--- src/design/jsu_pkg.sv ---
`default_nettype none
package jsu_pkg;

	localparam int MaxResults = 3;

	typedef enum logic [1:0] {
		ST_DATA  = 2'd0,
		ST_DONE  = 2'd1,
		ST_ERROR = 2'd2
	} jsu_status_t;

	typedef enum logic [2:0] {
		MODE_NORMAL = 3'd0,
		MODE_ESCAPE = 3'd1,
		MODE_HEX0   = 3'd2,
		MODE_HEX1   = 3'd3,
		MODE_HEX2   = 3'd4,
		MODE_HEX3   = 3'd5
	} jsu_mode_t;

	localparam logic [7:0] ChQuote     = 8'h22;
	localparam logic [7:0] ChBackslash = 8'h5C;
	localparam logic [7:0] ChSlash     = 8'h2F;
	localparam logic [7:0] ChB         = 8'h62;
	localparam logic [7:0] ChF         = 8'h66;
	localparam logic [7:0] ChN         = 8'h6E;
	localparam logic [7:0] ChR         = 8'h72;
	localparam logic [7:0] ChT         = 8'h74;
	localparam logic [7:0] ChU         = 8'h75;

	typedef struct packed {
		logic [7:0] byte_in;
		logic       end_of_data;
	} jsu_in_t;

	typedef struct packed {
		logic [7:0]  out_byte;
		jsu_status_t status;
		logic        last;
	} jsu_out_t;

	typedef struct packed {
		logic [1:0]                    cnt;
		jsu_out_t [MaxResults-1:0]     res;
	} jsu_group_t;

	function automatic jsu_out_t mk_word(logic [7:0] b, jsu_status_t st, logic lst);
		jsu_out_t w;
		w.out_byte = b;
		w.status   = st;
		w.last     = lst;
		return w;
	endfunction

	// {valid, value}
	function automatic logic [4:0] hex_value(logic [7:0] c);
		logic [4:0] r;
		r = 5'd0;
		if (c >= 8'h30 && c <= 8'h39) begin
			r = {1'b1, 4'(c - 8'h30)};
		end else if (c >= 8'h61 && c <= 8'h66) begin
			r = {1'b1, 4'(c - 8'h57)};
		end else if (c >= 8'h41 && c <= 8'h46) begin
			r = {1'b1, 4'(c - 8'h37)};
		end
		return r;
	endfunction

endpackage
`default_nettype wire

--- src/design/jsu_decoder.sv ---
`default_nettype none
module jsu_decoder
	import jsu_pkg::*;
(
	input  wire logic       clk,
	input  wire logic       arst_n,
	input  wire logic       take,
	input  wire jsu_in_t    word,
	input  wire logic       permit_nul,
	output jsu_group_t      grp
);

	jsu_mode_t   mode_q, mode_d;
	logic [15:0] accum_q, accum_d;
	logic [4:0]  hv;
	logic [15:0] code;
	logic [7:0]  c;

	assign c    = word.byte_in;
	assign hv   = hex_value(c);
	assign code = {accum_q[11:0], hv[3:0]};

	always_ff @(posedge clk or negedge arst_n) begin
		if (!arst_n) begin
			mode_q  <= MODE_NORMAL;
			accum_q <= 16'd0;
		end else if (take) begin
			mode_q  <= mode_d;
			accum_q <= accum_d;
		end
	end

	// next state
	always_comb begin
		mode_d  = MODE_NORMAL;
		accum_d = 16'd0;
		if (!word.end_of_data) begin
			unique case (mode_q)
				MODE_ESCAPE: begin
					if (c == ChU) begin
						mode_d = MODE_HEX0;
					end else begin
						accum_d = accum_q;
					end
				end
				MODE_HEX0, MODE_HEX1, MODE_HEX2: begin
					if (hv[4]) begin
						mode_d  = jsu_mode_t'(mode_q + 3'd1);
						accum_d = code;
					end
				end
				MODE_HEX3: begin
				end
				default: begin
					accum_d = accum_q;
					if (c == ChBackslash) begin
						mode_d = MODE_ESCAPE;
					end else if (c == ChQuote || (c == 8'h00 && !permit_nul)) begin
						accum_d = 16'd0;
					end
				end
			endcase
		end
	end

	// result group
	always_comb begin
		grp.cnt = 2'd0;
		grp.res = '0;
		if (word.end_of_data) begin
			grp.cnt    = 2'd1;
			grp.res[0] = mk_word(8'h00, ST_ERROR, 1'b1);
		end else begin
			unique case (mode_q)
				MODE_ESCAPE: begin
					grp.cnt = 2'd1;
					unique case (c)
						ChQuote:     grp.res[0] = mk_word(ChQuote, ST_DATA, 1'b1);
						ChBackslash: grp.res[0] = mk_word(ChBackslash, ST_DATA, 1'b1);
						ChSlash:     grp.res[0] = mk_word(ChSlash, ST_DATA, 1'b1);
						ChB:         grp.res[0] = mk_word(8'h08, ST_DATA, 1'b1);
						ChF:         grp.res[0] = mk_word(8'h0C, ST_DATA, 1'b1);
						ChN:         grp.res[0] = mk_word(8'h0A, ST_DATA, 1'b1);
						ChR:         grp.res[0] = mk_word(8'h0D, ST_DATA, 1'b1);
						ChT:         grp.res[0] = mk_word(8'h09, ST_DATA, 1'b1);
						ChU:         grp.cnt    = 2'd0;
						default:     grp.res[0] = mk_word(8'h00, ST_ERROR, 1'b1);
					endcase
				end
				MODE_HEX0, MODE_HEX1, MODE_HEX2: begin
					if (!hv[4]) begin
						grp.cnt    = 2'd1;
						grp.res[0] = mk_word(8'h00, ST_ERROR, 1'b1);
					end
				end
				MODE_HEX3: begin
					if (!hv[4] || (code == 16'd0 && !permit_nul) ||
					    code[15:11] == 5'b11011) begin
						grp.cnt    = 2'd1;
						grp.res[0] = mk_word(8'h00, ST_ERROR, 1'b1);
					end else if (code[15:7] == 9'd0) begin
						grp.cnt    = 2'd1;
						grp.res[0] = mk_word(code[7:0], ST_DATA, 1'b1);
					end else if (code[15:11] == 5'd0) begin
						grp.cnt    = 2'd2;
						grp.res[0] = mk_word({3'b110, code[10:6]}, ST_DATA, 1'b0);
						grp.res[1] = mk_word({2'b10, code[5:0]}, ST_DATA, 1'b1);
					end else begin
						grp.cnt    = 2'd3;
						grp.res[0] = mk_word({4'b1110, code[15:12]}, ST_DATA, 1'b0);
						grp.res[1] = mk_word({2'b10, code[11:6]}, ST_DATA, 1'b0);
						grp.res[2] = mk_word({2'b10, code[5:0]}, ST_DATA, 1'b1);
					end
				end
				default: begin
					if (c == ChQuote) begin
						grp.cnt    = 2'd1;
						grp.res[0] = mk_word(8'h00, ST_DONE, 1'b1);
					end else if (c == ChBackslash) begin
						grp.cnt = 2'd0;
					end else if (c == 8'h00 && !permit_nul) begin
						grp.cnt    = 2'd1;
						grp.res[0] = mk_word(8'h00, ST_ERROR, 1'b1);
					end else begin
						grp.cnt    = 2'd1;
						grp.res[0] = mk_word(c, ST_DATA, 1'b1);
					end
				end
			endcase
		end
	end

endmodule
`default_nettype wire

--- src/design/json_string_unescaper_unit.sv ---
`default_nettype none
// JSON string body unescaper with UTF-8 output.
// Input channel: in_valid/in_stall/in_word carries one body byte per word
// (opening quote already consumed), or an end_of_data mark. Output channel:
// out_valid/out_stall/out_word carries decoded bytes, a done word on the
// closing quote, or an error word; last marks the final word of an input.
// cfg_we/cfg_data write permit_nul; write it only while the block is idle.
// Each input word is decoded in the cycle it is accepted and its results
// (zero to three words) go into a two-group result queue. One input word
// per cycle is taken while the queue has room; the output side drains one
// word per cycle while out_stall is low, so a \u escape that expands to
// three bytes leaves as three successive output words. in_stall rises only
// when both queue groups are occupied.
// While out_stall is high the head word holds and input is taken until the
// queue fills. Reset clears the decode mode, the code accumulator, the
// queue and permit_nul.
module json_string_unescaper_unit
	import jsu_pkg::*;
(
	input  wire logic    clk,
	input  wire logic    arst_n,
	input  wire logic    in_valid,
	output logic         in_stall,
	input  wire jsu_in_t in_word,
	output logic         out_valid,
	input  wire logic    out_stall,
	output jsu_out_t     out_word,
	input  wire logic    cfg_we,
	input  wire logic    cfg_data
);

	logic       permit_nul_q;
	logic       in_take, out_take, push, pop;
	jsu_group_t dec_grp;
	jsu_group_t grp_q [2];
	logic       wr_ptr_q, rd_ptr_q;
	logic [1:0] cnt_q;
	logic [1:0] idx_q;
	logic [1:0] head_cnt;

	always_ff @(posedge clk or negedge arst_n) begin
		if (!arst_n) begin
			permit_nul_q <= 1'b0;
		end else if (cfg_we) begin
			permit_nul_q <= cfg_data;
		end
	end

	assign in_stall = (cnt_q == 2'd2);
	assign in_take  = in_valid && !in_stall;

	jsu_decoder u_dec (
		.clk        (clk),
		.arst_n     (arst_n),
		.take       (in_take),
		.word       (in_word),
		.permit_nul (permit_nul_q),
		.grp        (dec_grp)
	);

	assign head_cnt  = grp_q[rd_ptr_q].cnt;
	assign out_valid = (cnt_q != 2'd0);
	assign out_word  = grp_q[rd_ptr_q].res[idx_q];
	assign out_take  = out_valid && !out_stall;
	assign push      = in_take && (dec_grp.cnt != 2'd0);
	assign pop       = out_take && (idx_q == 2'(head_cnt - 2'd1));

	always_ff @(posedge clk) begin
		if (push) begin
			grp_q[wr_ptr_q] <= dec_grp;
		end
	end

	always_ff @(posedge clk or negedge arst_n) begin
		if (!arst_n) begin
			wr_ptr_q <= 1'b0;
			rd_ptr_q <= 1'b0;
			cnt_q    <= 2'd0;
			idx_q    <= 2'd0;
		end else begin
			if (push) begin
				wr_ptr_q <= !wr_ptr_q;
			end
			if (pop) begin
				rd_ptr_q <= !rd_ptr_q;
				idx_q    <= 2'd0;
			end else if (out_take) begin
				idx_q <= idx_q + 2'd1;
			end
			cnt_q <= 2'(cnt_q + {1'b0, push} - {1'b0, pop});
		end
	end

	a_cnt_bound: assert property (@(posedge clk) disable iff (!arst_n)
		cnt_q != 2'd3)
		else $error("result queue count out of range");

	a_idx_in_group: assert property (@(posedge clk) disable iff (!arst_n)
		out_valid |-> (idx_q < head_cnt))
		else $error("result index beyond group");

	a_last_matches: assert property (@(posedge clk) disable iff (!arst_n)
		out_valid |-> (out_word.last == (idx_q == 2'(head_cnt - 2'd1))))
		else $error("last flag does not match group end");

	a_hold_on_stall: assert property (@(posedge clk) disable iff (!arst_n)
		(out_valid && out_stall) |=> (out_valid && $stable(idx_q) && $stable(rd_ptr_q)))
		else $error("head word moved while stalled");

endmodule
`default_nettype wire
--- config.mk ---
export PLATFORM = sky130hd
export DESIGN_NAME = json_string_unescaper_unit
export DESIGN_NICKNAME = d
export VERILOG_FILES = /design/src/design/jsu_pkg.sv /design/src/design/jsu_decoder.sv /design/src/design/json_string_unescaper_unit.sv
export SDC_FILE = /design/constraint.sdc
export NUM_CORES = 1
export LEC_CHECK = 0
export ABC_AREA = 1
export BUFFER_PORTS_ARGS = -buffer_cell sky130_fd_sc_hd__buf_2
export CORE_MARGIN = 5
export CORE_UTILIZATION = 40
export DETAILED_ROUTE_END_ITERATION = 10
export PLACE_DENSITY = 0.68
export SKIP_CTS_REPAIR_TIMING = 1
export SLEW_MARGIN = 20
export SYNTH_ARGS = -nofsm -noshare
export SYNTH_HDL_FRONTEND = slang
export SYNTH_SLANG_ARGS = --single-unit
--- constraint.sdc ---
create_clock -name clk -period 3.24 [get_ports clk]
set_clock_uncertainty 0.2 [all_clocks]
set_input_delay 0.648 -clock clk [delete_from_list [all_inputs] [get_ports clk]]
set_output_delay 0.648 -clock clk [all_outputs]
set_load 0.01 [all_outputs]
==> results of run 1 <==
per-layer routing:
| layer | up-vias | track usage, % | wire length, um |
|---|---|---|---|
| met4 | 0 | 6.73 | 237 |
| met3 | 14 | 2.54 | 471 |
| met1 | 1663 | 22.3 | 4710 |
| li1 | 1689 | - | - |
| met5 | - | 0 | 0 |
| met2 | 96 | 27.9 | 5220 |
power by group through the flow:
stage	Clock (mW)	Sequential [mW]	Combinational, mW
2_1_floorplan	0	1.32	0.728
3_3_place_gp	0	1.36	1.07
3_5_place_dp	0	1.36	1.10
4_1_cts	0.650	1.34	1.10
5_1_grt	0.686	1.36	1.22
6_report	0.638	1.34	1.08
state kept, by name, summed over array words and instances (netlist names):
name           count
grp_q             54
u_dec.accum_q     12
u_dec.mode_q       3
cnt_q              2
idx_q              2
permit_nul_q       1
rd_ptr_q           1
wr_ptr_q           1
cell usage in the layout, fill, tap and decap left out, drive strengths merged, types with 5 or more instances in the layout:
master | netlist | final
nand4 | 5 | 5
a21oi | 18 | 18
o21ai | 44 | 44
edfxtp | 54 | 54
nor2 | 71 | 71
nor3 | 6 | 6
dfrtp | 22 | 22
buf | 6 | 40
inv | 63 | 64
a211oi | 5 | 5
nand3 | 30 | 30
o22ai | 15 | 15
clkinv | 2 | 7
ha | 12 | 12
nand2 | 77 | 77
clkbuf | 6 | 9
Yosys cell counts, types with 2 or more instances:
| cell type | count | area share [%] |
|---|---|---|
| sky130_fd_sc_hd__nand2_1 | 65 | 5.6 |
| sky130_fd_sc_hd__nor2_1 | 61 | 5.3 |
| sky130_fd_sc_hd__edfxtp_1 | 54 | 37 |
| sky130_fd_sc_hd__inv_1 | 51 | 4.4 |
| sky130_fd_sc_hd__o21ai_0 | 43 | 4.9 |
| sky130_fd_sc_hd__nand3_1 | 24 | 2.8 |
| sky130_fd_sc_hd__dfrtp_1 | 22 | 13 |
| sky130_fd_sc_hd__a21oi_1 | 18 | 2.1 |
| sky130_fd_sc_hd__ha_1 | 12 | 3.4 |
| sky130_fd_sc_hd__inv_2 | 12 | 1.0 |
| sky130_fd_sc_hd__o22ai_2 | 10 | 2.9 |
| sky130_fd_sc_hd__nand2_2 | 8 | 1.1 |
| sky130_fd_sc_hd__clkbuf_1 | 6 | 0.52 |
| sky130_fd_sc_hd__nor2_4 | 6 | 1.6 |
| sky130_fd_sc_hd__nand3_2 | 5 | 1.1 |
| sky130_fd_sc_hd__nor3_1 | 5 | 0.57 |
| sky130_fd_sc_hd__o22ai_1 | 5 | 0.72 |
| sky130_fd_sc_hd__a31oi_1 | 4 | 0.57 |
| sky130_fd_sc_hd__buf_2 | 4 | 0.46 |
| sky130_fd_sc_hd__o221ai_1 | 4 | 0.80 |
| sky130_fd_sc_hd__a211oi_1 | 3 | 0.52 |
| sky130_fd_sc_hd__nand2_4 | 3 | 0.78 |
| sky130_fd_sc_hd__nand4_1 | 3 | 0.43 |
| sky130_fd_sc_hd__nor2_2 | 3 | 0.43 |
| sky130_fd_sc_hd__o211ai_1 | 3 | 0.52 |
| sky130_fd_sc_hd__xor2_1 | 3 | 0.60 |
| sky130_fd_sc_hd__a211oi_2 | 2 | 0.57 |
| sky130_fd_sc_hd__buf_4 | 2 | 0.34 |
| sky130_fd_sc_hd__clkinv_1 | 2 | 0.17 |
| sky130_fd_sc_hd__o2111ai_1 | 2 | 0.40 |
| sky130_fd_sc_hd__o31ai_1 | 2 | 0.34 |
| sky130_fd_sc_hd__or2_2 | 2 | 0.29 |
final cells by class:
cell class,count,area share (%)
clock buffers,9,2.52
clock inverters,7,0.867
inverters,65,4.97
multi-input cells,314,38.6
flip-flops and latches,76,44.3
well taps,140,3.57
repair buffers,40,5.25
worst max-delay path: stages (launching register included):
cell                       delay (ns)
sky130_fd_sc_hd__dfrtp_1         0.48
sky130_fd_sc_hd__inv_1           0.17
sky130_fd_sc_hd__nor2_1          0.43
sky130_fd_sc_hd__o21a_1          0.19
sky130_fd_sc_hd__o21ai_0         0.13
sky130_fd_sc_hd__o211ai_1        0.12
sky130_fd_sc_hd__buf_2           0.15
how the worst min path moves through the flow:
stage	slack [ns]	cells after the start	start	endpoint
final	0.05	1	arst_n	rd_ptr_q
after global routing	0.1	1	arst_n	rd_ptr_q
after CTS	0.07	1	arst_n	rd_ptr_q
after detailed placement	0.26	2	wr_ptr_q	wr_ptr_q
after global placement	0.26	2	wr_ptr_q	wr_ptr_q
after floorplan	0.15	0	arst_n	cnt_q[0]
cells by family (layout without fill, tap and decap cells):
logic type,count (synthesis),in the layout,synth area share (%)
adders and majority gates,12,12,3.45
AOI/OAI and AO/OA,103,103,15.6
xor gates and xnor gates,4,4,0.804
muxes,1,1,0.258
and+or+nand+nor,194,194,23.1
DFF,76,76,49.8
buffers and inverters,77,121,6.92
stage by stage:
step / worst slack, ns / utilization, % / instance area, um2
final: 0.355 / 45.7 / 4910
after global routing: 0.134 / 45.7 / 4910
after CTS: 0.298 / 45.7 / 4910
after detailed placement: -0.00719 / 44.1 / 4740
after global placement: 0.148 / 44.1 / 4740
after floorplan: 0.118 / - / 4370
==> flow_summary.rst, run 1 <==
.. list-table::
   :header-rows: 1

   * - Metric
     - Value
   * - Outcome
     - complete, no violations
   * - Path category of the worst min-delay check
     - input pin to async pin
   * - Average instance area after synthesis
     - ~9.3 um2
   * - Setup Viol. Count Final
     - 0
   * - Clk sink count
     - 76
   * - Area of the multi-input gates
     - 1890 um2
   * - Startpoint class of the critical path
     - register
   * - TritonCTS Buffers
     - 9
   * - Register bit count reported by yosys
     - 76
   * - DRT iter0 DRCs
     - between 300 and 400
   * - Worst-margin pin slew
     - roughly 0.75 ns
   * - Number of pins with negative max-slew slack in the final report
     - 0
   * - Starting Density
     - 40.6%
   * - Die extent in y
     - 114 um
   * - Core area
     - between 10,000 and 15,000 um2
   * - Clk Tree Root Cell
     - sky130_fd_sc_hd__clkbuf_8
   * - Final number of hold-violating endpoints
     - 0
   * - Later-pin clock latency in the skew report
     - ~0.36 ns
   * - Count of antenna diodes in the layout
     - 0
   * - Antenna violations before repair
     - 0
   * - Max-cap violation count
     - 0
   * - Endpoint of the worst setup timing path
     - out_word[10]
   * - Classification of the worst setup path
     - register to output port
   * - Clock Power Share
     - roughly a fifth
   * - Smallest hold slack
     - between 0.05 and 0.06 ns
   * - Final routed DRC violation total
     - 0
   * - Remaining global-route overflow
     - 0
   * - Final critical path time including I/O delays and setup
     - roughly 2.9 ns
   * - Global Route Usage Sum
     - roughly 17%
   * - Fraction of layout cells with a size suffix above 1
     - ~22%
   * - Count of buffers from port buffering
     - 27
   * - 1st-pass router iterations
     - 5
   * - Register-to-register setup slack
     - between 0.5 and 0.6 ns
   * - Register cell area after layout
     - around 2200 um2
   * - Worst R2R Start
     - rd_ptr_q
   * - Summed instance area of the synthesized netlist
     - ~4400 um2
   * - Net count reported at finish
     - around 530
   * - Proportion of synthesized flip-flops having asynchronous set or reset
     - 28.9%
   * - Number of distinct library cells after synthesis
     - 50
   * - Seq pwr share
     - 43.8%
   * - Critical R2R Capture
     - cnt_q[1]
   * - RSZ-0062 raised after global routing
     - false
   * - WL per Instance
     - approximately 16 um
   * - Startpoint of the most critical setup path
     - idx_q[1]
   * - Total number of H-tree levels
     - 3
   * - Type of destination of the critical path
     - output port
   * - Leading register cell type out of synthesis
     - sky130_fd_sc_hd__edfxtp_1
   * - TritonCTS clock tree
     - yes
   * - Max-slew headroom
     - 49.2%
   * - Static leakage
     - about 2 nW
   * - Total negative slack
     - 0 ns
   * - Post-Syn Nets
     - slightly below 500
   * - Achievable Freq
     - 347 MHz
   * - Design Power
     - around 3 mW
   * - Combinational share of power
     - a little over a third
   * - Int Pwr
     - around 1.9 mW
   * - Seq/Total Area, Yosys
     - roughly half
   * - Floorplan die area
     - 13,100 um2
   * - Data arrival time at the worst-slack endpoint
     - slightly above 2 ns
   * - Half-perimeter wire length after placement
     - roughly 7900 um
   * - Cell row count
     - 38
   * - Relative area change from synthesis to final layout
     - 12.6%
   * - Global-route wire length before repair
     - roughly 17,000 um
   * - Non-filler instance count after layout
     - between 600 and 700
   * - Die width
     - 114 um
   * - Wirelength, routed
     - about 11,000 um
   * - DP Cell Count
     - around 640
   * - Peak supply drop
     - a little under 0.4 mV
   * - Synthesized instance count
     - between 400 and 500
   * - I/O pins
     - 28
   * - CP required
     - around 2.4 ns
   * - Max Buffers Root-to-Sink
     - 2
   * - Number of flops mapped to enable cells by yosys
     - 54
   * - Clk slew on worst S/H paths
     - roughly 0.080 ns
   * - Peak fanout along the critical path
     - 7
   * - Synth warn
     - 0
   * - Routed vias
     - ~3,500
   * - Power spent charging and discharging nets
     - between 1 and 1.5 mW
   * - Maximum number of pins on one net before global-route repair
     - 28
   * - Number of nets still failing antenna checks after routing
     - 0
   * - Post-route fraction of the period consumed by the critical path
     - between 80% and 90%
   * - # fillers
     - 1,050
   * - Switch share
     - a little under two fifths
   * - Via density per instance
     - between 5 and 6
   * - Final weighted congestion in routability-driven placement
     - between 0.9 and 1
   * - Pwr/cell area
     - around 620 nW/um2
   * - Via count of the first global-routing pass
     - approximately 3,400
   * - FF-to-FF path depth
     - 13
No activity file was read; power rests on OpenSTA's default activity.
==> inputs of run 2 (changes only) <==
CORE_MARGIN = default   (was 5)
PLACE_DENSITY = 0.65   (was 0.68)
clock period = 2.91 ns   (was 3.24 ns; I/O delays follow)
==> flow_summary.rst, run 2 (synthesized netlist as in run 1, its figures left out) <==
.. list-table::
   :header-rows: 1

   * - Metric
     - Value
   * - Outcome
     - complete, no violations
   * - Path category of the worst min-delay check
     - input pin to async pin
   * - Final critical-path setup slack
     - 0.274 ns
   * - Max-slew headroom
     - 64.3%
   * - Utilization after layout
     - approximately half
   * - CP top delay family
     - flip-flops
   * - Registers with the highest flip-flop counts
     - grp_q: 54 flops, u_dec.accum_q: 12 flops, u_dec.mode_q: 3 flops
   * - Leading cell type in the layout, fill and taps excluded
     - sky130_fd_sc_hd__nand2_1
   * - RSZ-0062 raised after global routing
     - false
   * - Via count of the first global-routing pass
     - approximately 3,400
   * - DP Cell Count
     - about 640
   * - Number of buffer and inverter stages on the critical path
     - 2
   * - Number of nets still failing antenna checks after routing
     - 0
   * - Via density per instance
     - 5.27
   * - Core area
     - 10,500 um2
   * - Max-cap violation count
     - 0
   * - Smallest hold slack
     - between 0.0005 and 0.0006 ns
   * - Clk Tree Root Cell
     - sky130_fd_sc_hd__clkbuf_8
   * - Floorplan die area
     - 11,300 um2
   * - Die extent in y
     - ~110 um
   * - Static leakage
     - a little over 2 nW
   * - DRT iter0 DRCs
     - 277
   * - Routing usage on met1
     - between 20% and 30%
   * - Antenna violations before repair
     - 0
   * - Post-route fraction of the period consumed by the critical path
     - around nine tenths
   * - Relative area change from synthesis to final layout
     - 16.9%
   * - Global Route Usage Sum
     - roughly a fifth
   * - Max reg flops
     - 54
   * - Fin area
     - slightly above 5000 um2
   * - Global-route wire length before repair
     - approximately 17,000 um
   * - Clk slew on worst S/H paths
     - around 0.09 ns
   * - Global routing's busiest layer
     - met2
   * - Die width
     - about 110 um
   * - Startpoint class of the critical path
     - register
   * - Peak fanout along the critical path
     - 10
   * - Cell row count
     - 37
   * - Later-pin clock latency in the skew report
     - ~0.35 ns
   * - Net count reported at finish
     - ~550
   * - Number of pins with negative max-slew slack in the final report
     - 0
   * - # fillers
     - ~1,000
   * - Worst-margin pin slew
     - roughly 0.53 ns
   * - Setup Viol. Count Final
     - 0
   * - Post-place setup slack
     - -0.00477 ns
   * - I/O pins
     - 28
   * - Starting Density
     - a little over two fifths
   * - Global routing usage on met3
     - around 3.4%
   * - Half-perimeter wire length after placement
     - 7800 um
   * - Routed vias
     - 3,480
   * - Worst path slowest cell
     - sky130_fd_sc_hd__dfrtp_1
   * - Largest stage delay on the critical path
     - about 0.56 ns
   * - Count of buffers from port buffering
     - 27
   * - Most flops, register
     - grp_q
   * - Wirelength, routed
     - slightly above 10,000 um
   * - Maximum number of pins on one net before global-route repair
     - 28
   * - Classification of the worst setup path
     - register to output port
   * - Final weighted congestion in routability-driven placement
     - between 0.9 and 1
   * - Critical path, cell by cell
     - inv_1, nor2_1, o211ai_1, o221ai_1, buf_2
   * - WL per Instance
     - between 15 and 20 um
   * - Cell area after placement
     - between 4000 and 5000 um2
   * - Count of antenna diodes in the layout
     - 0
   * - Pwr/cell area
     - a little under 700 nW/um2
   * - 1st-pass router iterations
     - 6
   * - Final routed DRC violation total
     - 0
   * - Achievable Freq
     - ~380 MHz
   * - Final number of hold-violating endpoints
     - 0
   * - Clk sink count
     - 76
   * - Data arrival time at the worst-slack endpoint
     - 1.85 ns
   * - Final critical path time including I/O delays and setup
     - approximately 2.6 ns
   * - Non-filler instance count after layout
     - 660
   * - Max Buffers Root-to-Sink
     - 2
   * - Total number of H-tree levels
     - 3
   * - Remaining global-route overflow
     - 0
   * - Peak supply drop
     - 0.317 mV
   * - CP required
     - about 2.1 ns
   * - Most frequent cells in the layout
     - 63 x sky130_fd_sc_hd__nand2_1, 59 x sky130_fd_sc_hd__nor2_1, 54 x sky130_fd_sc_hd__edfxtp_1
   * - Global routing met2 resource utilization
     - roughly a third
   * - TritonCTS clock tree
     - yes
   * - Design Power
     - between 3 and 4 mW
   * - Total negative slack
     - 0 ns
   * - Type of destination of the critical path
     - output port
   * - TritonCTS Buffers
     - 9
   * - Fraction of layout cells with a size suffix above 1
     - between 20% and 30%
[run 2: cell count changes in the layout (fill, tap and decap cells not counted), moves of 3 or more]
cell                         change
sky130_fd_sc_hd__buf_4          +13
sky130_fd_sc_hd__clkinvlp_4      +3
sky130_fd_sc_hd__inv_1           -3
sky130_fd_sc_hd__nand3_4         +3
[run 2: cell type report]
cell class | count | area, um2 | share of cell area (%)
Inverter | 65 | 256 | 5.03
Clock inverter | 7 | 57.6 | 1.13
Tap cell | 136 | 170 | 3.34
Sequential cell | 76 | 2170 | 42.6
Clock buffer | 9 | 124 | 2.43
Timing Repair Buffer | 53 | 355 | 6.97
Multi-Input combinational cell | 314 | 1960 | 38.5
[run 2: layer usage]
| metal | routed length (um) | up-vias |
|---|---|---|
| met5 | 0 | - |
| met4 | 218 | 0 |
| met3 | 541 | 21 |
| met2 | 4900 | 115 |
| met1 | 4530 | 1638 |
| li1 | - | 1706 |
[run 2: path summary, 6_finish.rpt]
| path | start | end | slack, ns | cells after the start |
|---|---|---|---|---|
| worst max-delay path | idx_q[0] | out_word[5] | 0.27 | 5 |
| worst min-delay path | arst_n | idx_q[1] | 0.0005 | 1 |
| worst max register to register | u_dec.mode_q[0] | u_dec.accum_q[3] | 0.33 | 13 |
| worst min register to register | wr_ptr_q | wr_ptr_q | 0.28 | 2 |
| max in group asynchronous | arst_n | permit_nul_q | 2.14 | 1 |
| min in group clk | cfg_data | permit_nul_q | 0.28 | 2 |
[run 2: report_power, final]
part	total (mW)	switching, mW	internal, mW
logic	1.24	0.796	0.447
clock network	0.752	0.429	0.323
registers	1.48	0.0825	1.40
total	3.48	1.31	2.17
